File: src/design/etmp_pkg.sv
package etmp_pkg;

    // Bus event codes.
    typedef enum logic [1:0] {
        KIND_FETCH     = 2'd0,
        KIND_READ      = 2'd1,
        KIND_WRITE     = 2'd2,
        KIND_CTRL_PORT = 2'd3
    } kind_t;

    // Configuration register indexes.
    typedef enum logic [1:0] {
        CFG_RAM_BANK_BITS       = 2'd0,
        CFG_AUTO_PAGING_ALLOWED = 2'd1,
        CFG_ROM_WRITE_JUMPER    = 2'd2
    } cfg_index_t;

    localparam int ADDR_W       = 16;
    localparam int DATA_W       = 8;
    localparam int OFFSET_W     = 19;
    localparam int CFG_W        = 3;
    localparam int BANK_W       = 6;
    localparam int BANK_OFS_W   = 13;    // 8192-byte banks
    localparam int CONMEM_BIT   = 7;
    localparam int MAPRAM_BIT   = 6;

    localparam logic [BANK_W-1:0] MAPRAM_BANK = 6'd3;

    // Bank mask for the configured number of bank bits, clamped to 2..6.
    function automatic logic [BANK_W-1:0] bank_mask(input logic [CFG_W-1:0] bits);
        logic [BANK_W-1:0] mask;
        case (bits)
            3'd0, 3'd1, 3'd2: mask = 6'b000011;
            3'd3:             mask = 6'b000111;
            3'd4:             mask = 6'b001111;
            3'd5:             mask = 6'b011111;
            default:          mask = 6'b111111;
        endcase
        return mask;
    endfunction

    // Fixed trap addresses that page the overlay in after the fetch.
    function automatic logic is_entry_point(input logic [ADDR_W-1:0] a);
        return (a == 16'h0000) || (a == 16'h0008) || (a == 16'h0038) ||
               (a == 16'h0066) || (a == 16'h04c6) || (a == 16'h0562);
    endfunction

endpackage

File: src/design/etmp_in_if.sv
interface etmp_in_if;
    logic                            valid;
    logic                            ready;
    logic [1:0]                      kind;
    logic [etmp_pkg::ADDR_W-1:0]     address;
    logic [etmp_pkg::DATA_W-1:0]     write_data;

    modport source (output valid, output kind, output address, output write_data,
                    input ready);
    modport sink   (input valid, input kind, input address, input write_data,
                    output ready);
endinterface

File: src/design/etmp_out_if.sv
interface etmp_out_if;
    logic                            valid;
    logic                            ready;
    logic                            overlay_hit;
    logic                            target_is_ram;
    logic [etmp_pkg::OFFSET_W-1:0]   target_offset;
    logic                            write_enable;
    logic                            paged_after;

    modport source (output valid, output overlay_hit, output target_is_ram,
                    output target_offset, output write_enable, output paged_after,
                    input ready);
    modport sink   (input valid, input overlay_hit, input target_is_ram,
                    input target_offset, input write_enable, input paged_after,
                    output ready);
endinterface

File: src/design/entry_trap_memory_paging.sv
// Overlay paging unit for an 8-bit CPU bus. Each input beat is one bus event
// (opcode fetch, memory read, memory write or control port write); each event
// yields exactly one result beat telling whether the overlay answers below
// 4000h, whether overlay ROM or RAM is selected, the byte offset inside it,
// whether a write must update the overlay, and the automatic-paging flag after
// the event. The unit sustains one event per clock cycle when the output side
// does not stall: an event is held in the input register while the decode
// (address compares, bank mask and offset assembly) runs, and its result is
// captured in the output register, from which it is presented on the output
// and taken at an edge on which the output side is ready. The control byte and
// paging flag are updated at the same edge that moves an event into the
// output register, so the next event decodes against them immediately.
// Configuration writes take effect at the edge on which cfg_we is high and
// must only be issued while idle.
module entry_trap_memory_paging (
    input  logic                           clk,
    input  logic                           rst_n,
    input  logic                           cfg_we,
    input  logic [1:0]                     cfg_index,
    input  logic [etmp_pkg::CFG_W-1:0]     cfg_data,
    etmp_in_if.sink                        in_ch,
    etmp_out_if.source                     out_ch
);

    // Configuration registers.
    logic [etmp_pkg::CFG_W-1:0] ram_bank_bits_reg;
    logic                       auto_paging_allowed_reg;
    logic                       rom_write_jumper_reg;

    // Block state.
    logic [etmp_pkg::DATA_W-1:0] control_byte_reg, control_byte_next;
    logic                        auto_paged_reg, auto_paged_next;

    // Input register.
    logic                        s1_valid_reg;
    logic [1:0]                  s1_kind_reg;
    logic [etmp_pkg::ADDR_W-1:0] s1_addr_reg;
    logic [etmp_pkg::DATA_W-1:0] s1_data_reg;

    // Output register.
    logic                          out_valid_reg;
    logic                          hit_reg, hit_next;
    logic                          is_ram_reg, is_ram_next;
    logic [etmp_pkg::OFFSET_W-1:0] offset_reg, offset_next;
    logic                          we_reg, we_next;
    logic                          paged_reg;

    logic s1_advance;
    logic in_accept;

    // The decode stage moves forward whenever the output register is free or
    // being emptied this cycle; the input register refills on the same edge.
    assign s1_advance = s1_valid_reg && (!out_valid_reg || out_ch.ready);
    assign in_ch.ready = !s1_valid_reg || s1_advance;
    assign in_accept   = in_ch.valid && in_ch.ready;

    always_ff @(posedge clk or negedge rst_n)
    begin
        if (!rst_n)
        begin
            ram_bank_bits_reg       <= 3'd4;
            auto_paging_allowed_reg <= 1'b1;
            rom_write_jumper_reg    <= 1'b0;
        end
        else if (cfg_we)
        begin
            case (cfg_index)
                etmp_pkg::CFG_RAM_BANK_BITS:       ram_bank_bits_reg       <= cfg_data;
                etmp_pkg::CFG_AUTO_PAGING_ALLOWED: auto_paging_allowed_reg <= cfg_data[0];
                etmp_pkg::CFG_ROM_WRITE_JUMPER:    rom_write_jumper_reg    <= cfg_data[0];
                default:                           ;
            endcase
        end
    end

    // Decode of the event held in the input register.
    always_comb
    begin
        logic                      conmem;
        logic                      mapram;
        logic                      fetch_trap;
        logic                      set_after;
        logic                      clear_after;
        logic                      paged_now;
        logic [etmp_pkg::BANK_W-1:0] bank;

        conmem      = control_byte_reg[etmp_pkg::CONMEM_BIT];
        mapram      = control_byte_reg[etmp_pkg::MAPRAM_BIT];
        fetch_trap  = (s1_kind_reg == etmp_pkg::KIND_FETCH) && auto_paging_allowed_reg;
        set_after   = fetch_trap && etmp_pkg::is_entry_point(s1_addr_reg) && !auto_paged_reg;
        clear_after = fetch_trap && (s1_addr_reg[15:3] == 13'h03ff) && auto_paged_reg;
        // Fetches from 3D00-3DFF page in before the fetch is decoded.
        paged_now   = auto_paged_reg ||
                      (fetch_trap && (s1_addr_reg[15:8] == 8'h3d));
        bank        = control_byte_reg[etmp_pkg::BANK_W-1:0] &
                      etmp_pkg::bank_mask(ram_bank_bits_reg);

        control_byte_next = control_byte_reg;
        auto_paged_next   = auto_paged_reg;
        hit_next          = 1'b0;
        is_ram_next       = 1'b0;
        offset_next       = '0;
        we_next           = 1'b0;

        if (s1_kind_reg == etmp_pkg::KIND_CTRL_PORT)
        begin
            control_byte_next = s1_data_reg;
        end
        else
        begin
            if ((conmem || paged_now) && (s1_addr_reg[15:14] == 2'b00))
            begin
                hit_next = 1'b1;
                if (!s1_addr_reg[13])
                begin
                    // Lower 8K: ROM, or RAM bank 3 under MAPRAM.
                    if (!conmem && mapram)
                    begin
                        is_ram_next = 1'b1;
                        offset_next = {etmp_pkg::MAPRAM_BANK,
                                       s1_addr_reg[etmp_pkg::BANK_OFS_W-1:0]};
                    end
                    else
                    begin
                        offset_next = {{etmp_pkg::BANK_W{1'b0}},
                                       s1_addr_reg[etmp_pkg::BANK_OFS_W-1:0]};
                    end
                    we_next = (s1_kind_reg == etmp_pkg::KIND_WRITE) && conmem &&
                              rom_write_jumper_reg;
                end
                else
                begin
                    // Upper 8K: selected RAM bank; bank 3 is read-only under MAPRAM.
                    is_ram_next = 1'b1;
                    offset_next = {bank, s1_addr_reg[etmp_pkg::BANK_OFS_W-1:0]};
                    we_next     = (s1_kind_reg == etmp_pkg::KIND_WRITE) &&
                                  !(mapram && !conmem && (bank == etmp_pkg::MAPRAM_BANK));
                end
            end
            auto_paged_next = paged_now;
            if (set_after)
            begin
                auto_paged_next = 1'b1;
            end
            if (clear_after)
            begin
                auto_paged_next = 1'b0;
            end
        end
    end

    // Control state and pipeline valid bits.
    always_ff @(posedge clk or negedge rst_n)
    begin
        if (!rst_n)
        begin
            control_byte_reg <= '0;
            auto_paged_reg   <= 1'b0;
            s1_valid_reg     <= 1'b0;
            out_valid_reg    <= 1'b0;
        end
        else
        begin
            if (s1_advance)
            begin
                control_byte_reg <= control_byte_next;
                auto_paged_reg   <= auto_paged_next;
            end
            if (in_ch.ready)
            begin
                s1_valid_reg <= in_accept;
            end
            if (s1_advance)
            begin
                out_valid_reg <= 1'b1;
            end
            else if (out_ch.ready)
            begin
                out_valid_reg <= 1'b0;
            end
        end
    end

    // Payload registers.
    always_ff @(posedge clk)
    begin
        if (in_accept)
        begin
            s1_kind_reg <= in_ch.kind;
            s1_addr_reg <= in_ch.address;
            s1_data_reg <= in_ch.write_data;
        end
        if (s1_advance)
        begin
            hit_reg    <= hit_next;
            is_ram_reg <= is_ram_next;
            offset_reg <= offset_next;
            we_reg     <= we_next;
            paged_reg  <= auto_paged_next;
        end
    end

    assign out_ch.valid         = out_valid_reg;
    assign out_ch.overlay_hit   = hit_reg;
    assign out_ch.target_is_ram = is_ram_reg;
    assign out_ch.target_offset = offset_reg;
    assign out_ch.write_enable  = we_reg;
    assign out_ch.paged_after   = paged_reg;

    // A miss carries no target and no write.
    assert property (@(posedge clk) disable iff (!rst_n)
        (out_valid_reg && !hit_reg) |-> (!is_ram_reg && (offset_reg == '0) && !we_reg))
        else $error("result without hit carries a target");

    // The reported flag matches the stored flag right after a result is loaded.
    assert property (@(posedge clk) disable iff (!rst_n)
        s1_advance |=> (paged_reg == auto_paged_reg))
        else $error("paged_after differs from stored paging flag");

    // State only moves when an event is retired into the output register.
    assert property (@(posedge clk) disable iff (!rst_n)
        !s1_advance |=> ($stable(auto_paged_reg) && $stable(control_byte_reg)))
        else $error("paging state changed without an event");

    // A held decode item is not dropped while the output stalls.
    assert property (@(posedge clk) disable iff (!rst_n)
        (s1_valid_reg && out_valid_reg && !out_ch.ready) |=> s1_valid_reg)
        else $error("stalled event lost from input register");

    // Input is refused only when the input register is occupied.
    assert property (@(posedge clk) disable iff (!rst_n)
        !in_ch.ready |-> s1_valid_reg)
        else $error("input stalled with empty input register");

endmodule

File: src/flat_wrapper.sv
// flat-port wrapper written by rule: the top's interface ports become plain ports
module entry_trap_memory_paging_flat 
  (clk, rst_n, cfg_we, cfg_index, cfg_data, in_ch_valid, in_ch_kind, in_ch_address, in_ch_write_data, in_ch_ready, out_ch_valid, out_ch_overlay_hit, out_ch_target_is_ram, out_ch_target_offset, out_ch_write_enable, out_ch_paged_after, out_ch_ready);
  etmp_in_if in_ch_i ();
  etmp_out_if out_ch_i ();
  input  logic clk;
  input  logic rst_n;
  input  logic cfg_we;
  input  logic [1:0] cfg_index;
  input  logic [etmp_pkg::CFG_W-1:0] cfg_data;
  input wire logic [$bits(in_ch_i.valid)-1:0] in_ch_valid;
  input wire logic [$bits(in_ch_i.kind)-1:0] in_ch_kind;
  input wire logic [$bits(in_ch_i.address)-1:0] in_ch_address;
  input wire logic [$bits(in_ch_i.write_data)-1:0] in_ch_write_data;
  output wire logic [$bits(in_ch_i.ready)-1:0] in_ch_ready;
  output wire logic [$bits(out_ch_i.valid)-1:0] out_ch_valid;
  output wire logic [$bits(out_ch_i.overlay_hit)-1:0] out_ch_overlay_hit;
  output wire logic [$bits(out_ch_i.target_is_ram)-1:0] out_ch_target_is_ram;
  output wire logic [$bits(out_ch_i.target_offset)-1:0] out_ch_target_offset;
  output wire logic [$bits(out_ch_i.write_enable)-1:0] out_ch_write_enable;
  output wire logic [$bits(out_ch_i.paged_after)-1:0] out_ch_paged_after;
  input wire logic [$bits(out_ch_i.ready)-1:0] out_ch_ready;
  assign in_ch_i.valid = in_ch_valid;
  assign in_ch_i.kind = in_ch_kind;
  assign in_ch_i.address = in_ch_address;
  assign in_ch_i.write_data = in_ch_write_data;
  assign in_ch_ready = in_ch_i.ready;
  assign out_ch_valid = out_ch_i.valid;
  assign out_ch_overlay_hit = out_ch_i.overlay_hit;
  assign out_ch_target_is_ram = out_ch_i.target_is_ram;
  assign out_ch_target_offset = out_ch_i.target_offset;
  assign out_ch_write_enable = out_ch_i.write_enable;
  assign out_ch_paged_after = out_ch_i.paged_after;
  assign out_ch_i.ready = out_ch_ready;
  entry_trap_memory_paging u_core (.clk(clk), .rst_n(rst_n), .cfg_we(cfg_we), .cfg_index(cfg_index), .cfg_data(cfg_data), .in_ch(in_ch_i), .out_ch(out_ch_i));
endmodule
File: config.mk
export PLATFORM = sky130hd
export DESIGN_NAME = entry_trap_memory_paging_flat
export DESIGN_NICKNAME = d
export VERILOG_FILES = /design/src/design/etmp_pkg.sv /design/src/design/etmp_in_if.sv /design/src/design/etmp_out_if.sv /design/src/design/entry_trap_memory_paging.sv /design/src/flat_wrapper.sv
export SDC_FILE = /design/constraint.sdc
export NUM_CORES = 1
export LEC_CHECK = 0
export ABC_AREA = 1
export BUFFER_PORTS_ARGS = -buffer_cell sky130_fd_sc_hd__buf_2
export CAP_MARGIN = 10
export CORE_MARGIN = 2
export CORE_UTILIZATION = 50
export CTS_BUF_LIST = sky130_fd_sc_hd__clkbuf_8
export DETAILED_ROUTE_END_ITERATION = 7
export HOLD_SLACK_MARGIN = 0.06
export PLACE_DENSITY_LB_ADDON = 0.2
export SYNTH_ARGS = -nofsm -noshare
export SYNTH_HDL_FRONTEND = slang
export SYNTH_SLANG_ARGS = --single-unit
File: constraint.sdc
create_clock -name clk -period 1.9 [get_ports clk]
set_input_delay 0 -clock clk [delete_from_list [all_inputs] [get_ports clk]]
set_output_delay 0 -clock clk [all_outputs]
set_load 0.005 [all_outputs]
==> results of run 1 <==
[metal layers]
layer	global-route usage (%)	share of wire (%)
met5	0	0
met4	9.643	1.1
met3	3.176	5.2
met2	29.47	48
met1	24.72	46
[area by class of cell]
cell class	instances	area, um2	share of cell area [%]
Tap cell	70	87.58	2.399
Clock inverter	6	58.81	1.611
Inverter	34	130.1	3.564
Sequential cell	65	1874	51.34
Multi-Input combinational cell	124	636.9	17.44
Clock buffer	10	137.6	3.770
Timing Repair Buffer	104	725.7	19.88
[how the worst min path moves through the flow]
stage | depth (start not counted) | to | slack [ps] | start
after floorplan | 0 | u_core.auto_paged_reg | -300 | rst_n
after global placement | 1 | u_core.control_byte_reg[2] | -60 | rst_n
after detailed placement | 1 | u_core.control_byte_reg[4] | -60 | rst_n
after CTS | 4 | u_core.ram_bank_bits_reg[0] | 80 | cfg_index[0]
after global routing | 2 | u_core.control_byte_reg[1] | 140 | rst_n
final | 4 | u_core.ram_bank_bits_reg[0] | 90 | cfg_index[0]
[tightest hold or removal path: cells and delay by family]
kind	cells	cell delay (ps)
buffers and inverters	2	130
AND/OR/NAND/NOR	1	140
AO/OA/AOI/OAI	1	100
[through the flow]
stage          util, %  setup slack, ps  cell area (um2)  hold WS (ps)
3_5_place_dp     59.37            344.4             3052        -58.77
2_1_floorplan        -            114.2             2670        -295.6
6_report         71.03            309.2             3651         89.22
5_1_grt          71.03            178.3             3651         140.2
3_3_place_gp     59.37            401.2             3052        -60.68
4_1_cts          70.79            69.76             3638         75.33
[power breakdown]
group	switching, mW	internal [mW]	leakage [nW]
combinational	0.293	0.244	0.863
clock	0.491	0.632	0.0995
sequential	0.0961	1.76	0.665
total	0.880	2.63	1.63
[synthesized netlist by cell type (2+ instances only)]
cell      count  area, um2
a21oi_1      10      50.05
dfrtp_1      14      350.3
dfstp_2       2      52.55
edfxtp_1     49       1471
inv_1        29      108.9
inv_2         4      15.01
mux2_2        4      45.04
nand2_1      37      138.9
nand3_1      14      70.07
nand4_1       4      25.02
nor2_1       30      112.6
nor2_2        4      25.02
nor2_4        5      56.30
nor3_1        4      20.02
o21ai_0       5      25.02
[cell families after synthesis]
family / after synthesis / synth area share, %
buf+inv: 37 / 6.232
mux: 4 / 1.687
compound gates: 17 / 3.561
simple gates: 103 / 18.32
flops: 65 / 70.20
[repair_timing]
item | 4_1_cts | 5_1_grt
gates resized for setup | 0 | 3
endpoints found under the setup margin | 0 | 1
hold buffers | 39 | 0
setup buffers | 0 | 2
endpoints found under the hold margin | 49 | 0
==> flow_summary.ini, run 1 <==
[global_routing]
gr-total-overflow = 0
grt_pass1_vias = 1860
antenna_found_initial = 0
grt_max_degree = 25
grt_pass1_wl_mm = 8.355
grt_util_all_layers_pct = 18.55

[routing]
wl_per_cell_um = 12.10
ant_nets = 0
vias = 1905
drc_errors = 0
wirelength_mm = 4.998
drt-initial-drc-count = 130
vias_per_cell = 4.613
drtPass1Iterations = 4

[finish]
fillCellCount = 377
layout_common_cells = buf_2, edfxtp_1, dlygate4sd3_1
fin_cells = 413
area_delta_synth_final_pct = 36.74
final_nets = 374
diodes = 0
layout-drive-gt1-share_pct = 31.49
largest_register_ffs = 19
layout_commonest_cell = buf_2

[clock_tree]
cts_sinks = 65
htree_levels = 3
cts_made_buffers = 9
clk_latency_ps = 330
cts_buffer_depth = 2
root_buffer = clkbuf_8
path_clk_slew_ps = 70
cts_tree = built

[flow_run]
cap_violations = 0

[synthesis]
synth_warnings = 0
synth_cell_types = 26
synth_cells = 226
syn-num-nets = 262
synth_seq_cells = 65
ys_async_sr_fraction_pct = 24.62
netlist_area_mm2 = 0.002670
synth_ff_type = edfxtp_1
synth-edff-count = 49
synth-seq-area-share_pct = 70.20
synth.avg_cell_area_um2 = 11.81

[timing]
max_freq_mhz = 628.6
fin_tns_setup_ps = 0
finalHoldViolCount = 0
fin_crit_sh_pct = 83.73
slew_violations = 0
skew_ps = 9.966
rsz0062_at_grt = no
relSlewSlack_pct = 74.36
period_needed_ps = 1591
setup_viol = 0
tightest_slew_ps = 384.6

[die]
start_util_pct = 51.95
dieArea_mm2 = 0.005941
core_mm2 = 0.005140
die_w_um = 77.08
die_h_um = 77.08
fp-row-count = 26
io_pins = 61

[setup_path]
cp.buffers_inverters = 1
endpoint_kind = register
required_ps = 2030
worstPathArrival_ps = 1720
crit_start = u_core.s1_addr_reg[8]
rr_endpoint = u_core.out_ch.paged_after
slowest_stage = edfxtp_1
crit_top_cell = nand2_1
crit_end = u_core.out_ch.paged_after
worstSetupPathType = register to register
r2r_start = u_core.s1_addr_reg[8]
start_kind = register
crit_chain = inv_1 -> nand2_1 -> nor2_1 -> nand2_1 -> nand2_1 -> nand2_1 -> nand3_1 -> nand2_1 -> a21boi_0
regToRegSetupSlack_ps = 310
cpLargestDelayFamily = simple AND/OR/NAND/NOR gates
critPathMaxFanout = 3
crit_cells = 9
reg2reg_depth = 9
slowest_delay_ps = 420

[hold_path]
hp-class = input pin to register

[placed_design]
port_buffers = 60
dp.cells = 357
dp_hpwl_mm = 3.325
gp_congestion = 0.7690

[status]
status = finished, final reports clean

[power_and_ir_drop]
ir_drop_mv = 0.6971
p_leak_nw = 1.627
p_per_area_mw_per_mm2 = 962.1
p_total_mw = 3.513
No activity file was read; power rests on OpenSTA's default activity.
==> inputs of run 2 (changes only) <==
==> constraint.sdc (replaced) <==
create_clock -name clk -period 1.6 [get_ports clk]
set_input_delay 0 -clock clk [delete_from_list [all_inputs] [get_ports clk]]
set_output_delay 0 -clock clk [all_outputs]
set_load 0.005 [all_outputs]
==> flow_summary.ini, run 2 (same netlist as run 1, synthesis figures left out) <==
[global_routing]
antenna_found_initial = 0
grt_max_degree = 27
grt_pass1_wl_mm = 8.259
grt_util_all_layers_pct = 18.44
grt_pass1_vias = 1835
gr-total-overflow = 0

[finish]
largest_register_ffs = 19
fin_cells = 412
area_delta_synth_final_pct = 36.69
layout_common_cells = buf_2, edfxtp_1, nand2_1, dlygate4sd3_1, inv_1
fillCellCount = 398
diodes = 0
layout-drive-gt1-share_pct = 31.29
final_nets = 373
layout_commonest_cell = buf_2

[clock_tree]
cts_made_buffers = 9
path_clk_slew_ps = 70
cts_buffer_depth = 2
postCtsSetupBuffers = 0
root_buffer = clkbuf_8
htree_levels = 3
cts_tree = built
cts_sinks = 65
clk_latency_ps = 330

[power_and_ir_drop]
ir_drop_mv = 0.7456
p_comb_share_pct = 15.9
p_seq_share_pct = 53.4
p_sw_mw = 1.044
p_per_area_mw_per_mm2 = 1128
p_clk_share_pct = 30.7
p_total_mw = 4.118
power_switching_share_pct = 25.35
p_leak_nw = 1.625
p_int_mw = 3.074

[die]
start_util_pct = 51.95
die_h_um = 77.08
io_pins = 61
fp-row-count = 26
die_w_um = 77.08
dieArea_mm2 = 0.005941
core_mm2 = 0.005140

[routing]
drtPass1Iterations = 4
top_layer = met4
drt-initial-drc-count = 104
vias_per_cell = 4.638
met2_length_mm = 2.321
met1_length_mm = 2.250
vias = 1911
drc_errors = 0
route.met3.wl_um = 289
wl_per_cell_um = 12.08
ant_nets = 0
wirelength_mm = 4.977

[flow_run]
cap_violations = 0

[status]
status = finished, final reports clean

[timing]
period_needed_ps = 1509
holdWs_ps = 88.63
fin_crit_sh_pct = 94.30
slew_violations = 0
timing.final.ws_setup_ps = 91.19
tightest_slew_ps = 365.7
skew_ps = 5.890
finalHoldViolCount = 0
relSlewSlack_pct = 75.62
rsz0062_at_grt = yes
fin_tns_setup_ps = 0
max_freq_mhz = 662.8
setup_viol = 0

[hold_path]
hp-class = input pin to register

[setup_path]
worstPathArrival_ps = 1680
regToRegSetupSlack_ps = 90
critPathMaxFanout = 18
start_kind = register
required_ps = 1770
endpoint_kind = register
worstSetupPathType = register to register

[placed_design]
gp_congestion = 0.7486
dp_slack_ps = 78.19
port_buffers = 60
dp.cells = 359
dp_hpwl_mm = 3.269
==> run 2: power by group through the flow <==
stage               Combinational, mW  Clock, mW  Sequential (mW)
floorplan                       0.343          0             2.21
finish                          0.655       1.26             2.20
CTS                             0.641       1.29             2.20
global placement                0.552          0             2.22
detailed placement              0.564          0             2.23
global route                    0.734       1.35             2.22
==> run 2: through the flow <==
| step | area, um2 | util, % |
|---|---|---|
| finish | 3650 | 71.01 |
| global route | 3650 | 71.01 |
| CTS | 3638 | 70.79 |
| detailed placement | 3088 | 60.08 |
| global placement | 3088 | 60.08 |
| floorplan | 2679 | - |
==> run 2: area by class of cell <==
type	count	area, um2	share of cell area, %
Inverter	34	133.9	3.668
Multi-Input combinational cell	124	645.6	17.69
Timing Repair Buffer	103	728.2	19.95
Clock inverter	7	56.30	1.543
Sequential cell	65	1874	51.35
Clock buffer	9	123.9	3.394
Tap cell	70	87.58	2.400
==> run 2: repair_timing <==
action,4_1_cts,5_1_grt
gates resized for setup,0,3
setup endpoints to repair,0,11
endpoints found under the hold margin,49,0
hold buffers,37,0
==> run 2: metal layers <==
metal	vias to the layer above	track usage, %
met5	-	0
met3	11	4.235
met4	0	9.107
li1	973	-
met1	863	24.35
met2	64	28.95
==> run 2: critical path, stage by stage, from the launching register on <==
cell and delay (ps):
edfxtp_1 410, inv_2 100, nand2_1 70, nor3_1 170, a31oi_2 150, nand2_2 140
nand2_8 140, a21oi_1 170
==> run 2: path summary, 6_finish.rpt <==
path / end / cells past startpoint / startpoint
worst max-delay path: u_core.out_ch.target_offset[13] / 7 / u_core.s1_addr_reg[9]
worst min-delay path: u_core.ram_bank_bits_reg[0] / 3 / cfg_we
worst max register to register: u_core.out_ch.target_offset[13] / 7 / u_core.s1_addr_reg[9]
worst min register to register: u_core.rom_write_jumper_reg / 2 / u_core.rom_write_jumper_reg
max in group asynchronous: u_core.ram_bank_bits_reg[2] / 2 / rst_n
min in group asynchronous: u_core.control_byte_reg[1] / 2 / rst_n
